[config.mk]
export PLATFORM = sky130hd
export DESIGN_NAME = utf8_cell_width_decoder_top
export DESIGN_NICKNAME = d
export VERILOG_FILES = /design/src/rtl/u8cw_pkg.sv /design/src/rtl/utf8_cell_width_decoder_top.sv /design/src/rtl/u8cw_width_lut.sv /design/src/rtl/u8cw_decode.sv /design/src/rtl/u8cw_out_queue.sv
export SDC_FILE = /design/constraint.sdc
export NUM_CORES = 1
export LEC_CHECK = 0
export ABC_AREA = 1
export BUFFER_PORTS_ARGS = -buffer_cell sky130_fd_sc_hd__buf_4
export CAP_MARGIN = 10
export CORE_MARGIN = 5
export CORE_UTILIZATION = 61
export DETAILED_ROUTE_END_ITERATION = 7
export HOLD_SLACK_MARGIN = 0.15
export PLACE_DENSITY = 0.81
export SLEW_MARGIN = 10
export SYNTH_ARGS = -nofsm -noshare
export SYNTH_HDL_FRONTEND = slang
export SYNTH_HIERARCHICAL = 1
export SYNTH_SLANG_ARGS = --single-unit
[constraint.sdc]
create_clock -name i_clk -period 6.9 [get_ports i_clk]
set_clock_uncertainty 0.15 [all_clocks]
set_input_delay 0.69 -clock i_clk [delete_from_list [all_inputs] [get_ports i_clk]]
set_output_delay 0.69 -clock i_clk [all_outputs]
set_load 0.05 [all_outputs]
[src/rtl/u8cw_pkg.sv]
// shared types, constants and range limits for the utf-8 cell width decoder
`default_nettype none

package u8cw_pkg;

    // running width accumulator size
    localparam int TOTAL_WIDTH_BITS = 16;

    // field widths fixed by the item formats
    localparam int BYTE_BITS    = 8;
    localparam int WIDTH_BITS   = 4;
    localparam int COUNT_BITS   = 3;
    localparam int CP_BITS      = 21;
    localparam int TOTAL_BITS   = 16;
    localparam int REM_BITS     = 2;

    // configuration reset
    localparam logic [WIDTH_BITS-1:0] TAB_WIDTH_RESET = 4'd4;

    // one-byte codes
    localparam logic [BYTE_BITS-1:0] TAB_BYTE      = 8'h09;
    localparam logic [BYTE_BITS-1:0] CTRL_LIMIT    = 8'h20;
    localparam logic [BYTE_BITS-1:0] CONT_MASK     = 8'h3F;
    localparam logic [BYTE_BITS-1:0] LEAD2_MASK    = 8'h1F;
    localparam logic [BYTE_BITS-1:0] LEAD3_MASK    = 8'h0F;
    localparam logic [BYTE_BITS-1:0] LEAD4_MASK    = 8'h07;

    // sequence lengths
    localparam logic [COUNT_BITS-1:0] LEN_1 = 3'd1;
    localparam logic [COUNT_BITS-1:0] LEN_2 = 3'd2;
    localparam logic [COUNT_BITS-1:0] LEN_3 = 3'd3;
    localparam logic [COUNT_BITS-1:0] LEN_4 = 3'd4;

    // cell widths
    localparam logic [WIDTH_BITS-1:0] W_ZERO   = 4'd0;
    localparam logic [WIDTH_BITS-1:0] W_NARROW = 4'd1;
    localparam logic [WIDTH_BITS-1:0] W_WIDE   = 4'd2;

    // code point limits
    localparam logic [CP_BITS-1:0] CP_CTRL_END = 21'h00001F;
    localparam logic [CP_BITS-1:0] CP_DEL      = 21'h00007F;
    localparam logic [CP_BITS-1:0] CP_BMP_END  = 21'h00FFFF;
    localparam logic [CP_BITS-1:0] CP_SYM_LO   = 21'h002600;
    localparam logic [CP_BITS-1:0] CP_SYM_HI   = 21'h0027BF;
    localparam logic [CP_BITS-1:0] CP_ARR_LO   = 21'h002B00;
    localparam logic [CP_BITS-1:0] CP_ARR_HI   = 21'h002BFF;
    localparam logic [CP_BITS-1:0] CP_JAMO_LO  = 21'h001100;
    localparam logic [CP_BITS-1:0] CP_JAMO_HI  = 21'h00115F;
    localparam logic [CP_BITS-1:0] CP_CJK_LO   = 21'h002E80;
    localparam logic [CP_BITS-1:0] CP_CJK_HI   = 21'h00A4CF;
    localparam logic [CP_BITS-1:0] CP_CJK_HOLE = 21'h00303F;
    localparam logic [CP_BITS-1:0] CP_HANG_LO  = 21'h00AC00;
    localparam logic [CP_BITS-1:0] CP_HANG_HI  = 21'h00D7A3;
    localparam logic [CP_BITS-1:0] CP_COMP_LO  = 21'h00F900;
    localparam logic [CP_BITS-1:0] CP_COMP_HI  = 21'h00FAFF;
    localparam logic [CP_BITS-1:0] CP_VERT_LO  = 21'h00FE30;
    localparam logic [CP_BITS-1:0] CP_VERT_HI  = 21'h00FE6F;
    localparam logic [CP_BITS-1:0] CP_FULL_LO  = 21'h00FF01;
    localparam logic [CP_BITS-1:0] CP_FULL_HI  = 21'h00FF60;
    localparam logic [CP_BITS-1:0] CP_FSYM_LO  = 21'h00FFE0;
    localparam logic [CP_BITS-1:0] CP_FSYM_HI  = 21'h00FFE6;
    localparam logic [CP_BITS-1:0] CP_EMO_LO   = 21'h01F300;
    localparam logic [CP_BITS-1:0] CP_EMO_HI   = 21'h01FAFF;
    localparam logic [CP_BITS-1:0] CP_MAHJ_LO  = 21'h01F000;
    localparam logic [CP_BITS-1:0] CP_MAHJ_HI  = 21'h01F02F;
    localparam logic [CP_BITS-1:0] CP_CARD_LO  = 21'h01F0A0;
    localparam logic [CP_BITS-1:0] CP_CARD_HI  = 21'h01F0FF;
    localparam logic [CP_BITS-1:0] CP_EXTE_LO  = 21'h02B700;
    localparam logic [CP_BITS-1:0] CP_EXTE_HI  = 21'h02EBEF;
    localparam logic [CP_BITS-1:0] CP_EXTG_LO  = 21'h030000;
    localparam logic [CP_BITS-1:0] CP_EXTG_HI  = 21'h03134F;

    // input item
    typedef struct packed {
        logic [BYTE_BITS-1:0] text_byte;
        logic                 end_of_text;
    } t_in_item;

    // result item
    typedef struct packed {
        logic [WIDTH_BITS-1:0] cell_width;
        logic [COUNT_BITS-1:0] cell_byte_count;
        logic [CP_BITS-1:0]    code_point;
        logic [TOTAL_BITS-1:0] total_width;
        logic                  text_done;
    } t_out_item;

    // handshake between decode stage and result queue
    typedef struct packed {
        logic advance;
        logic room;
    } t_flow;

endpackage

`default_nettype wire

[src/rtl/utf8_cell_width_decoder_top.sv]
// top level of the utf-8 cell width decoder
`default_nettype none

// Takes one text byte per item and returns one result item for each display cell
// (byte count, code point, width, saturating running width, end-of-text flag).
// Sustained rate is one byte per clock while the result queue has room. A byte is
// held in the input register, decoded combinationally against the sequence state,
// and the cell lands in a two-entry result queue before it is visible. Input ready
// drops only when both queue slots hold undelivered results. The tab width register
// is written through the cfg channel, which is always ready; the user must write it
// only while the block is idle, which the block does not check; its reset value is 4.
module utf8_cell_width_decoder_top (
    input  wire logic                            i_clk,
    input  wire logic                            i_rst_n,
    input  wire logic                            i_in_valid,
    output logic                                 o_in_ready,
    input  wire u8cw_pkg::t_in_item              i_in_item,
    output logic                                 o_out_valid,
    input  wire logic                            i_out_ready,
    output u8cw_pkg::t_out_item                  o_out_item,
    input  wire logic                            i_cfg_valid,
    output logic                                 o_cfg_ready,
    input  wire logic [u8cw_pkg::WIDTH_BITS-1:0] i_cfg_data
);

    logic                            r_in_valid, n_in_valid;
    u8cw_pkg::t_in_item              r_in_item;
    logic [u8cw_pkg::WIDTH_BITS-1:0] r_tab_width;
    u8cw_pkg::t_flow                 w_flow;
    logic                            w_advance;
    logic                            w_room;
    logic                            w_res_valid;
    u8cw_pkg::t_out_item             w_res_item;
    logic                            w_in_accept;

    // flow control between input register and result queue
    assign w_advance   = r_in_valid && w_room;
    assign w_flow      = '{advance: w_advance, room: w_room};
    assign o_in_ready  = !r_in_valid || w_advance;
    assign w_in_accept = i_in_valid && o_in_ready;
    assign o_cfg_ready = 1'b1;

    // input register
    always_comb begin
        n_in_valid = r_in_valid;
        if (w_in_accept) begin
            n_in_valid = 1'b1;
        end else if (w_advance) begin
            n_in_valid = 1'b0;
        end
    end

    always_ff @(posedge i_clk) begin
        if (!i_rst_n) begin
            r_in_valid <= 1'b0;
        end else begin
            r_in_valid <= n_in_valid;
        end
    end

    always_ff @(posedge i_clk) begin
        if (w_in_accept) begin
            r_in_item <= i_in_item;
        end
    end

    // tab width register
    always_ff @(posedge i_clk) begin
        if (!i_rst_n) begin
            r_tab_width <= u8cw_pkg::TAB_WIDTH_RESET;
        end else if (i_cfg_valid && o_cfg_ready) begin
            r_tab_width <= i_cfg_data;
        end
    end

    u8cw_decode u_decode (
        .i_clk       (i_clk),
        .i_rst_n     (i_rst_n),
        .i_flow      (w_flow),
        .i_item      (r_in_item),
        .i_tab_width (r_tab_width),
        .o_res_valid (w_res_valid),
        .o_res_item  (w_res_item)
    );

    u8cw_out_queue u_queue (
        .i_clk   (i_clk),
        .i_rst_n (i_rst_n),
        .i_push  (w_advance && w_res_valid),
        .i_item  (w_res_item),
        .o_room  (w_room),
        .o_valid (o_out_valid),
        .i_ready (i_out_ready),
        .o_item  (o_out_item)
    );

endmodule

`default_nettype wire

[src/rtl/u8cw_width_lut.sv]
// display width classification of a decoded multi-byte code point
`default_nettype none

module u8cw_width_lut (
    input  wire logic [u8cw_pkg::CP_BITS-1:0]    i_cp,
    output logic      [u8cw_pkg::WIDTH_BITS-1:0] o_width
);

    logic w_wide_bmp;
    logic w_wide_hi;

    // wide ranges inside the basic plane
    always_comb begin
        w_wide_bmp = ((i_cp >= u8cw_pkg::CP_SYM_LO)  && (i_cp <= u8cw_pkg::CP_SYM_HI))  ||
                     ((i_cp >= u8cw_pkg::CP_ARR_LO)  && (i_cp <= u8cw_pkg::CP_ARR_HI))  ||
                     ((i_cp >= u8cw_pkg::CP_JAMO_LO) && (i_cp <= u8cw_pkg::CP_JAMO_HI)) ||
                     ((i_cp >= u8cw_pkg::CP_CJK_LO)  && (i_cp <= u8cw_pkg::CP_CJK_HI) &&
                      (i_cp != u8cw_pkg::CP_CJK_HOLE))                                 ||
                     ((i_cp >= u8cw_pkg::CP_HANG_LO) && (i_cp <= u8cw_pkg::CP_HANG_HI)) ||
                     ((i_cp >= u8cw_pkg::CP_COMP_LO) && (i_cp <= u8cw_pkg::CP_COMP_HI)) ||
                     ((i_cp >= u8cw_pkg::CP_VERT_LO) && (i_cp <= u8cw_pkg::CP_VERT_HI)) ||
                     ((i_cp >= u8cw_pkg::CP_FULL_LO) && (i_cp <= u8cw_pkg::CP_FULL_HI)) ||
                     ((i_cp >= u8cw_pkg::CP_FSYM_LO) && (i_cp <= u8cw_pkg::CP_FSYM_HI));
    end

    // wide ranges above the basic plane
    always_comb begin
        w_wide_hi = ((i_cp >= u8cw_pkg::CP_EMO_LO)  && (i_cp <= u8cw_pkg::CP_EMO_HI))  ||
                    ((i_cp >= u8cw_pkg::CP_MAHJ_LO) && (i_cp <= u8cw_pkg::CP_MAHJ_HI)) ||
                    ((i_cp >= u8cw_pkg::CP_CARD_LO) && (i_cp <= u8cw_pkg::CP_CARD_HI)) ||
                    ((i_cp >= u8cw_pkg::CP_EXTE_LO) && (i_cp <= u8cw_pkg::CP_EXTE_HI)) ||
                    ((i_cp >= u8cw_pkg::CP_EXTG_LO) && (i_cp <= u8cw_pkg::CP_EXTG_HI));
    end

    // control codes and delete are zero width
    always_comb begin
        if ((i_cp <= u8cw_pkg::CP_CTRL_END) || (i_cp == u8cw_pkg::CP_DEL)) begin
            o_width = u8cw_pkg::W_ZERO;
        end else if (i_cp <= u8cw_pkg::CP_BMP_END) begin
            o_width = w_wide_bmp ? u8cw_pkg::W_WIDE : u8cw_pkg::W_NARROW;
        end else begin
            o_width = w_wide_hi ? u8cw_pkg::W_WIDE : u8cw_pkg::W_NARROW;
        end
    end

endmodule

`default_nettype wire

[src/rtl/u8cw_decode.sv]
// sequence state, cell formation and running width sum
`default_nettype none

module u8cw_decode (
    input  wire logic                            i_clk,
    input  wire logic                            i_rst_n,
    input  wire u8cw_pkg::t_flow                 i_flow,
    input  wire u8cw_pkg::t_in_item              i_item,
    input  wire logic [u8cw_pkg::WIDTH_BITS-1:0] i_tab_width,
    output logic                                 o_res_valid,
    output u8cw_pkg::t_out_item                  o_res_item
);

    localparam int SUM_EXT = u8cw_pkg::TOTAL_WIDTH_BITS + 1;

    logic [u8cw_pkg::REM_BITS-1:0]         r_rem, n_rem;
    logic [u8cw_pkg::COUNT_BITS-1:0]       r_seq, n_seq;
    logic [u8cw_pkg::CP_BITS-1:0]          r_pcp, n_pcp;
    logic [u8cw_pkg::TOTAL_WIDTH_BITS-1:0] r_sum, n_sum;

    logic [u8cw_pkg::BYTE_BITS-1:0]        w_byte;
    logic                                  w_last;
    logic [u8cw_pkg::CP_BITS-1:0]          w_shift_cp;
    logic [u8cw_pkg::WIDTH_BITS-1:0]       w_lut_width;
    logic [u8cw_pkg::WIDTH_BITS-1:0]       w_width;
    logic [u8cw_pkg::COUNT_BITS-1:0]       w_count;
    logic [u8cw_pkg::CP_BITS-1:0]          w_cp;
    logic                                  w_done;
    logic [SUM_EXT-1:0]                    w_sum_ext;
    logic [u8cw_pkg::TOTAL_WIDTH_BITS-1:0] w_sum_sat;

    assign w_byte     = i_item.text_byte;
    assign w_last     = i_item.end_of_text;
    assign w_shift_cp = {r_pcp[u8cw_pkg::CP_BITS-7:0], w_byte[5:0]};

    u8cw_width_lut u_lut (
        .i_cp    (w_shift_cp),
        .o_width (w_lut_width)
    );

    // next sequence state and the cell this byte completes
    always_comb begin
        n_rem       = r_rem;
        n_seq       = r_seq;
        n_pcp       = r_pcp;
        o_res_valid = 1'b0;
        w_width     = u8cw_pkg::W_NARROW;
        w_count     = u8cw_pkg::LEN_1;
        w_cp        = u8cw_pkg::CP_BITS'(w_byte);
        w_done      = w_last;
        if (r_rem != '0) begin
            n_pcp = w_shift_cp;
            n_rem = r_rem - 1'b1;
            w_cp  = w_shift_cp;
            if (n_rem == '0) begin
                o_res_valid = 1'b1;
                w_width     = w_lut_width;
                w_count     = r_seq;
            end else if (w_last) begin
                // text ends inside the sequence: emit what arrived
                o_res_valid = 1'b1;
                w_width     = (r_seq == u8cw_pkg::LEN_4) ? u8cw_pkg::W_WIDE
                                                         : u8cw_pkg::W_NARROW;
                w_count     = r_seq - u8cw_pkg::COUNT_BITS'(n_rem);
                w_done      = 1'b1;
                n_rem       = '0;
            end
        end else begin
            unique case (w_byte) inside
                8'b0???????: begin
                    o_res_valid = 1'b1;
                    if (w_byte < u8cw_pkg::CTRL_LIMIT) begin
                        w_width = (w_byte == u8cw_pkg::TAB_BYTE) ? i_tab_width
                                                                 : u8cw_pkg::W_ZERO;
                    end
                end
                8'b110?????: begin
                    n_seq = u8cw_pkg::LEN_2;
                    n_pcp = u8cw_pkg::CP_BITS'(w_byte & u8cw_pkg::LEAD2_MASK);
                end
                8'b1110????: begin
                    n_seq = u8cw_pkg::LEN_3;
                    n_pcp = u8cw_pkg::CP_BITS'(w_byte & u8cw_pkg::LEAD3_MASK);
                end
                8'b11110???: begin
                    n_seq = u8cw_pkg::LEN_4;
                    n_pcp = u8cw_pkg::CP_BITS'(w_byte & u8cw_pkg::LEAD4_MASK);
                end
                default: begin
                    // invalid lead forms a narrow one-byte cell
                    o_res_valid = 1'b1;
                end
            endcase
            if (n_seq != r_seq || n_pcp != r_pcp || !o_res_valid) begin
                if (!o_res_valid) begin
                    if (w_last) begin
                        // lead byte is the last of the text
                        o_res_valid = 1'b1;
                        w_width     = (n_seq == u8cw_pkg::LEN_4) ? u8cw_pkg::W_WIDE
                                                                 : u8cw_pkg::W_NARROW;
                        w_cp        = n_pcp;
                        w_done      = 1'b1;
                    end else begin
                        n_rem = u8cw_pkg::REM_BITS'(n_seq - 1'b1);
                    end
                end
            end
        end
    end

    // saturating running width
    always_comb begin
        w_sum_ext = {1'b0, r_sum} + SUM_EXT'(w_width);
        w_sum_sat = w_sum_ext[SUM_EXT-1] ? '1 : w_sum_ext[u8cw_pkg::TOTAL_WIDTH_BITS-1:0];
        n_sum     = r_sum;
        if (o_res_valid) begin
            n_sum = w_done ? '0 : w_sum_sat;
        end
    end

    // result fields
    always_comb begin
        o_res_item.cell_width      = w_width;
        o_res_item.cell_byte_count = w_count;
        o_res_item.code_point      = w_cp;
        o_res_item.total_width     = u8cw_pkg::TOTAL_BITS'(w_sum_sat);
        o_res_item.text_done       = w_done;
    end

    // state registers
    always_ff @(posedge i_clk) begin
        if (!i_rst_n) begin
            r_rem <= '0;
            r_seq <= '0;
            r_pcp <= '0;
            r_sum <= '0;
        end else if (i_flow.advance) begin
            r_rem <= n_rem;
            r_seq <= n_seq;
            r_pcp <= n_pcp;
            r_sum <= n_sum;
        end
    end

    // pending continuation count stays below the sequence length
    a_rem_in_seq: assert property (@(posedge i_clk) disable iff (!i_rst_n)
        (r_rem != '0) |-> (u8cw_pkg::COUNT_BITS'(r_rem) < r_seq))
        else $error("continuation count exceeds sequence length");

    // a cell never claims more bytes than a sequence holds
    a_count_range: assert property (@(posedge i_clk) disable iff (!i_rst_n)
        (i_flow.advance && o_res_valid) |->
        ((o_res_item.cell_byte_count != 3'd0) &&
         (o_res_item.cell_byte_count <= u8cw_pkg::LEN_4)))
        else $error("cell byte count out of range");

    // running width restarts after the end of a text
    a_sum_clear: assert property (@(posedge i_clk) disable iff (!i_rst_n)
        (i_flow.advance && o_res_valid && o_res_item.text_done) |=> (r_sum == '0))
        else $error("running width not cleared after text end");

    // the last byte of a text always closes a cell
    a_last_emits: assert property (@(posedge i_clk) disable iff (!i_rst_n)
        (i_flow.advance && i_item.end_of_text) |-> (o_res_valid && o_res_item.text_done))
        else $error("end of text without closing cell");

endmodule

`default_nettype wire

[src/rtl/u8cw_out_queue.sv]
// two-entry result register with skid slot
`default_nettype none

module u8cw_out_queue (
    input  wire logic                i_clk,
    input  wire logic                i_rst_n,
    input  wire logic                i_push,
    input  wire u8cw_pkg::t_out_item i_item,
    output logic                     o_room,
    output logic                     o_valid,
    input  wire logic                i_ready,
    output u8cw_pkg::t_out_item      o_item
);

    logic                r_main_valid, n_main_valid;
    logic                r_skid_valid, n_skid_valid;
    u8cw_pkg::t_out_item r_main, n_main;
    u8cw_pkg::t_out_item r_skid, n_skid;
    logic                w_pop;

    assign w_pop   = r_main_valid && i_ready;
    assign o_room  = !r_skid_valid;
    assign o_valid = r_main_valid;
    assign o_item  = r_main;

    // slot movement on push and pop
    always_comb begin
        n_main_valid = r_main_valid;
        n_skid_valid = r_skid_valid;
        n_main       = r_main;
        n_skid       = r_skid;
        if (w_pop && r_skid_valid) begin
            n_main       = r_skid;
            n_skid_valid = i_push;
            n_skid       = i_item;
        end else if (w_pop) begin
            n_main_valid = i_push;
            n_main       = i_item;
        end else if (i_push) begin
            if (!r_main_valid) begin
                n_main_valid = 1'b1;
                n_main       = i_item;
            end else begin
                n_skid_valid = 1'b1;
                n_skid       = i_item;
            end
        end
    end

    // valid flags
    always_ff @(posedge i_clk) begin
        if (!i_rst_n) begin
            r_main_valid <= 1'b0;
            r_skid_valid <= 1'b0;
        end else begin
            r_main_valid <= n_main_valid;
            r_skid_valid <= n_skid_valid;
        end
    end

    // payload slots
    always_ff @(posedge i_clk) begin
        r_main <= n_main;
        r_skid <= n_skid;
    end

endmodule

`default_nettype wire

==> flow_summary_export.csv <==
group,metric,value,unit
place,pre_cts_slack,2.51,ns
layout,final_common_cell,"nand2_1",
synth,synth_seq_area_share,0.466,
synth,async_reset_ff_frac,0,
layout,seq_area,3830,um2
global_route,grt_pass1_wl,33.3,mm
pwr,switching_share,0.248,
setup_path,critPathCaptureType,"flop",
clock_tree,clockBufferDepth,2,
min_path,worstHoldPathType,"input pin to flop",
die,dieWidth,126,um
clock_tree,ctsHoldBuffers,0,
clock_tree,clock_latency,0.42,ns
timing,maxSlewViolCount,0,
layout,fin_util,0.699,
die,die_area,15900,um2
setup_path,critical_path_arrival,4.60,ns
place,portBuffers,64,
clock_tree,cts_made_buffers,17,
drt,via_count,6854,
synth,postSynthAreaPerCell,8.28,um2
timing,relSlewSlack,0.241,
clock_tree,root_buffer,"clkbuf_16",
clock_tree,clock-sinks,142,
pwr,p_comb_frac,0.098,
timing,hold_viol,0,
timing,postLayoutSetupSlackWorst,2.41,ns
timing,tightest_slew,1.14,ns
timing,rsz0062_at_grt,"no",
die,ios,66,
global_route,grt_overflow,0,
setup_path,critical_path_class,"flop to flop",
global_route,track_usage,0.264,
synth,dominantRegCellSynth,"edfxtp_1",
die,coreArea,13200,um2
global_route,grt_pass1_vias,6346,
place,gp_congestion,0.987,
timing,setup_viol,0,
layout,multi_input_area,3500,um2
layout,drive_gt1_frac,0.221,
drt,drtIter0Drc,837,
timing,fmax,0.223,GHz
job,maxCapViolCount,0,
run_status,status,"finished clean",
synth,synth_area,8230,um2
setup_path,slowest_stage,"dfxtp_1",
timing,worst_hold_slack,0.287,ns
die,start_util,0.621,
synth,synth_edf_count,99,
clock_tree,postCtsSetupBuffers,0,
setup_path,path_cells,"inv_2 > nor2_1 > nand4_1 > o21ai_1 > nand2_1 > nand2_1 > nor2_1 > nor2_1 > nand2_2 > a21oi_2 > o22ai_1 > a21oi_1 > ha_1 > inv_1 > fa_1 > inv_1 > nand3_1 > nand2_2 > nand2_4 > nor2_4 > inv_4 > nand3_2 > nand2_1 > o21ai_2",
layout,final_cell_mix,"242 x nand2_1, 142 x inv_1, 99 x edfxtp_1",
global_route,grt_max_degree,91,
setup_path,critPathMaxStageDelay,0.81,ns
drt,dr.pass1.iters,5,
pwr,seq_power_share,0.473,
layout,nFillCells,1067,
setup_path,r2r_slack,2.41,ns
timing,fin_crit_sh,0.650,
pwr,max-vdd-ir-drop,181,uV
layout,area_growth,12.4,%
pwr,power_density,220,nW/um2
pwr,p_int,1.53,mW
setup_path,worst_ep_required_time,7.01,ns
die,rows,42,
synth,synth_cell_types,47,
global_route,antenna_found_initial,0,
pwr,p_total,2.04,mW
timing,fin_tns_setup,0,ns
layout,n_antenna_cell,0,
drt,drt-total-wl,20.3,mm
clock_tree,clk_pin_slew,0.06,ns
pwr,p_clk_frac,0.428,
clock_tree,cts_tree,"yes",
pwr,p_switching,0.506,mW
setup_path,start_kind,"flop",
place,dpl.hpwl,14.8,mm
setup_path,crit_fanout,11,
pwr,power_leakage,4.06,nW
timing,fin_crit,4.49,ns
drt,viasPerCell,5.57,
clock_tree,htreeDepth,4,
synth,synthCells,994,
die,die_y,126,um
clock_tree,cts_resized,0,
synth,synth-seq-cells,142,
layout,nets,1071,
drt,antenna_left,0,
synth,synth_warnings,6,
drt,wire_per_inst,16.5,um
drt,drc_errors,0,
[cell usage after synthesis, types with 2 or more instances]
cell type / instances / share of area
inv_4: 2 / 0.0015
o21ai_0: 27 / 0.016
a21oi_2: 11 / 0.012
o21ai_1: 4 / 0.0024
buf_1: 2 / 0.00091
buf_6: 15 / 0.021
edfxtp_1: 99 / 0.36
nand3_2: 10 / 0.012
nand4_1: 20 / 0.015
nor3_1: 14 / 0.0085
nor2_4: 9 / 0.012
clkbuf_1: 11 / 0.0050
o21bai_1: 2 / 0.0018
nor4_1: 2 / 0.0015
conb_1: 2 / 0.00091
xor2_1: 2 / 0.0021
nand3_1: 56 / 0.034
a211oi_1: 2 / 0.0018
fa_1: 2 / 0.0049
inv_2: 14 / 0.0064
dfxtp_1: 43 / 0.10
o21ai_2: 45 / 0.048
nand2_2: 16 / 0.012
nor2_2: 8 / 0.0061
nand3_4: 2 / 0.0043
nor3_2: 2 / 0.0024
clkinv_1: 3 / 0.0014
ha_1: 8 / 0.012
inv_1: 143 / 0.065
buf_2: 6 / 0.0036
nand3b_1: 4 / 0.0036
clkinv_2: 3 / 0.0018
buf_4: 5 / 0.0046
nand2_4: 9 / 0.012
a21oi_1: 42 / 0.026
nor2_8: 3 / 0.0073
o31ai_1: 3 / 0.0027
nand2_1: 242 / 0.11
nor2_1: 93 / 0.042
[logic make-up after synthesis]
group | share of synthesized area
buffers and inverters | 0.111
XOR/XNOR | 0.00319
AND/OR/NAND/NOR | 0.286
adder cells (fa/ha/maj) | 0.0170
flip-flops | 0.466
other | 0.000913
AO/OA/AOI/OAI | 0.116
[worst paths after layout]
| check | endpoint | depth (start not counted) | startpoint |
|---|---|---|---|
| worst max-delay path | u_queue/o_item[15] | 24 | u_decode/r_pcp[5] |
| worst min-delay path | r_in_item[4] | 1 | i_in_item[4] |
| worst max register to register | u_queue/o_item[15] | 24 | u_decode/r_pcp[5] |
| worst min register to register | u_decode/r_sum[15] | 2 | u_decode/r_sum[15] |
[layout make-up]
class | instances | area share
flip-flops and latches | 142 | 0.414
repair buffers | 68 | 0.0552
clock inverters | 10 | 0.0126
clock buffers | 20 | 0.0483
multi-input cells | 649 | 0.378
inverters | 165 | 0.0679
well taps | 176 | 0.0238
[sequential cells by signal, summed over array words and instances, names as in the netlist]
register,count
r_in_valid,1
u_queue/o_item,45
u_queue/o_valid,1
r_in_item,9
u_queue/r_skid_valid,1
u_decode/r_rem,2
u_queue/r_skid,45
u_decode/r_pcp,15
u_decode/r_seq,3
u_decode/r_sum,16
r_tab_width,4
[power groups by stage]
stage / logic [mW] / registers, mW / clock network (mW)
2_1_floorplan: 0.0890 / 1.03 / 0
3_3_place_gp: 0.197 / 0.982 / 0
3_5_place_dp: 0.200 / 0.983 / 0
4_1_cts: 0.201 / 0.965 / 0.883
5_1_grt: 0.216 / 0.969 / 0.926
6_report: 0.201 / 0.966 / 0.874
[metrics by stage]
stage / instances / area [um2]
floorplan: 995 / 8230
global placement: 1200 / 8690
detailed placement: 1200 / 8690
CTS: 1230 / 9250
global route: 1230 / 9250
finish: 1230 / 9250
[critical path, delay by kind of cell (launching register included)]
family	cells	cell delay [ns]
and+or+nand+nor	13	1.48
DFF	1	0.81
AOI/OAI and AO/OA	5	0.79
adders and majority gates	2	0.64
buffers and inverters	4	0.43
[routing by layer]
layer | wire length [um] | GRT usage
met1 | 9310 | 0.384
met2 | 9020 | 0.391
met3 | 1570 | 0.0576
met4 | 439 | 0.0902
met5 | 0 | 0
(Power assumes the default switching activity.)
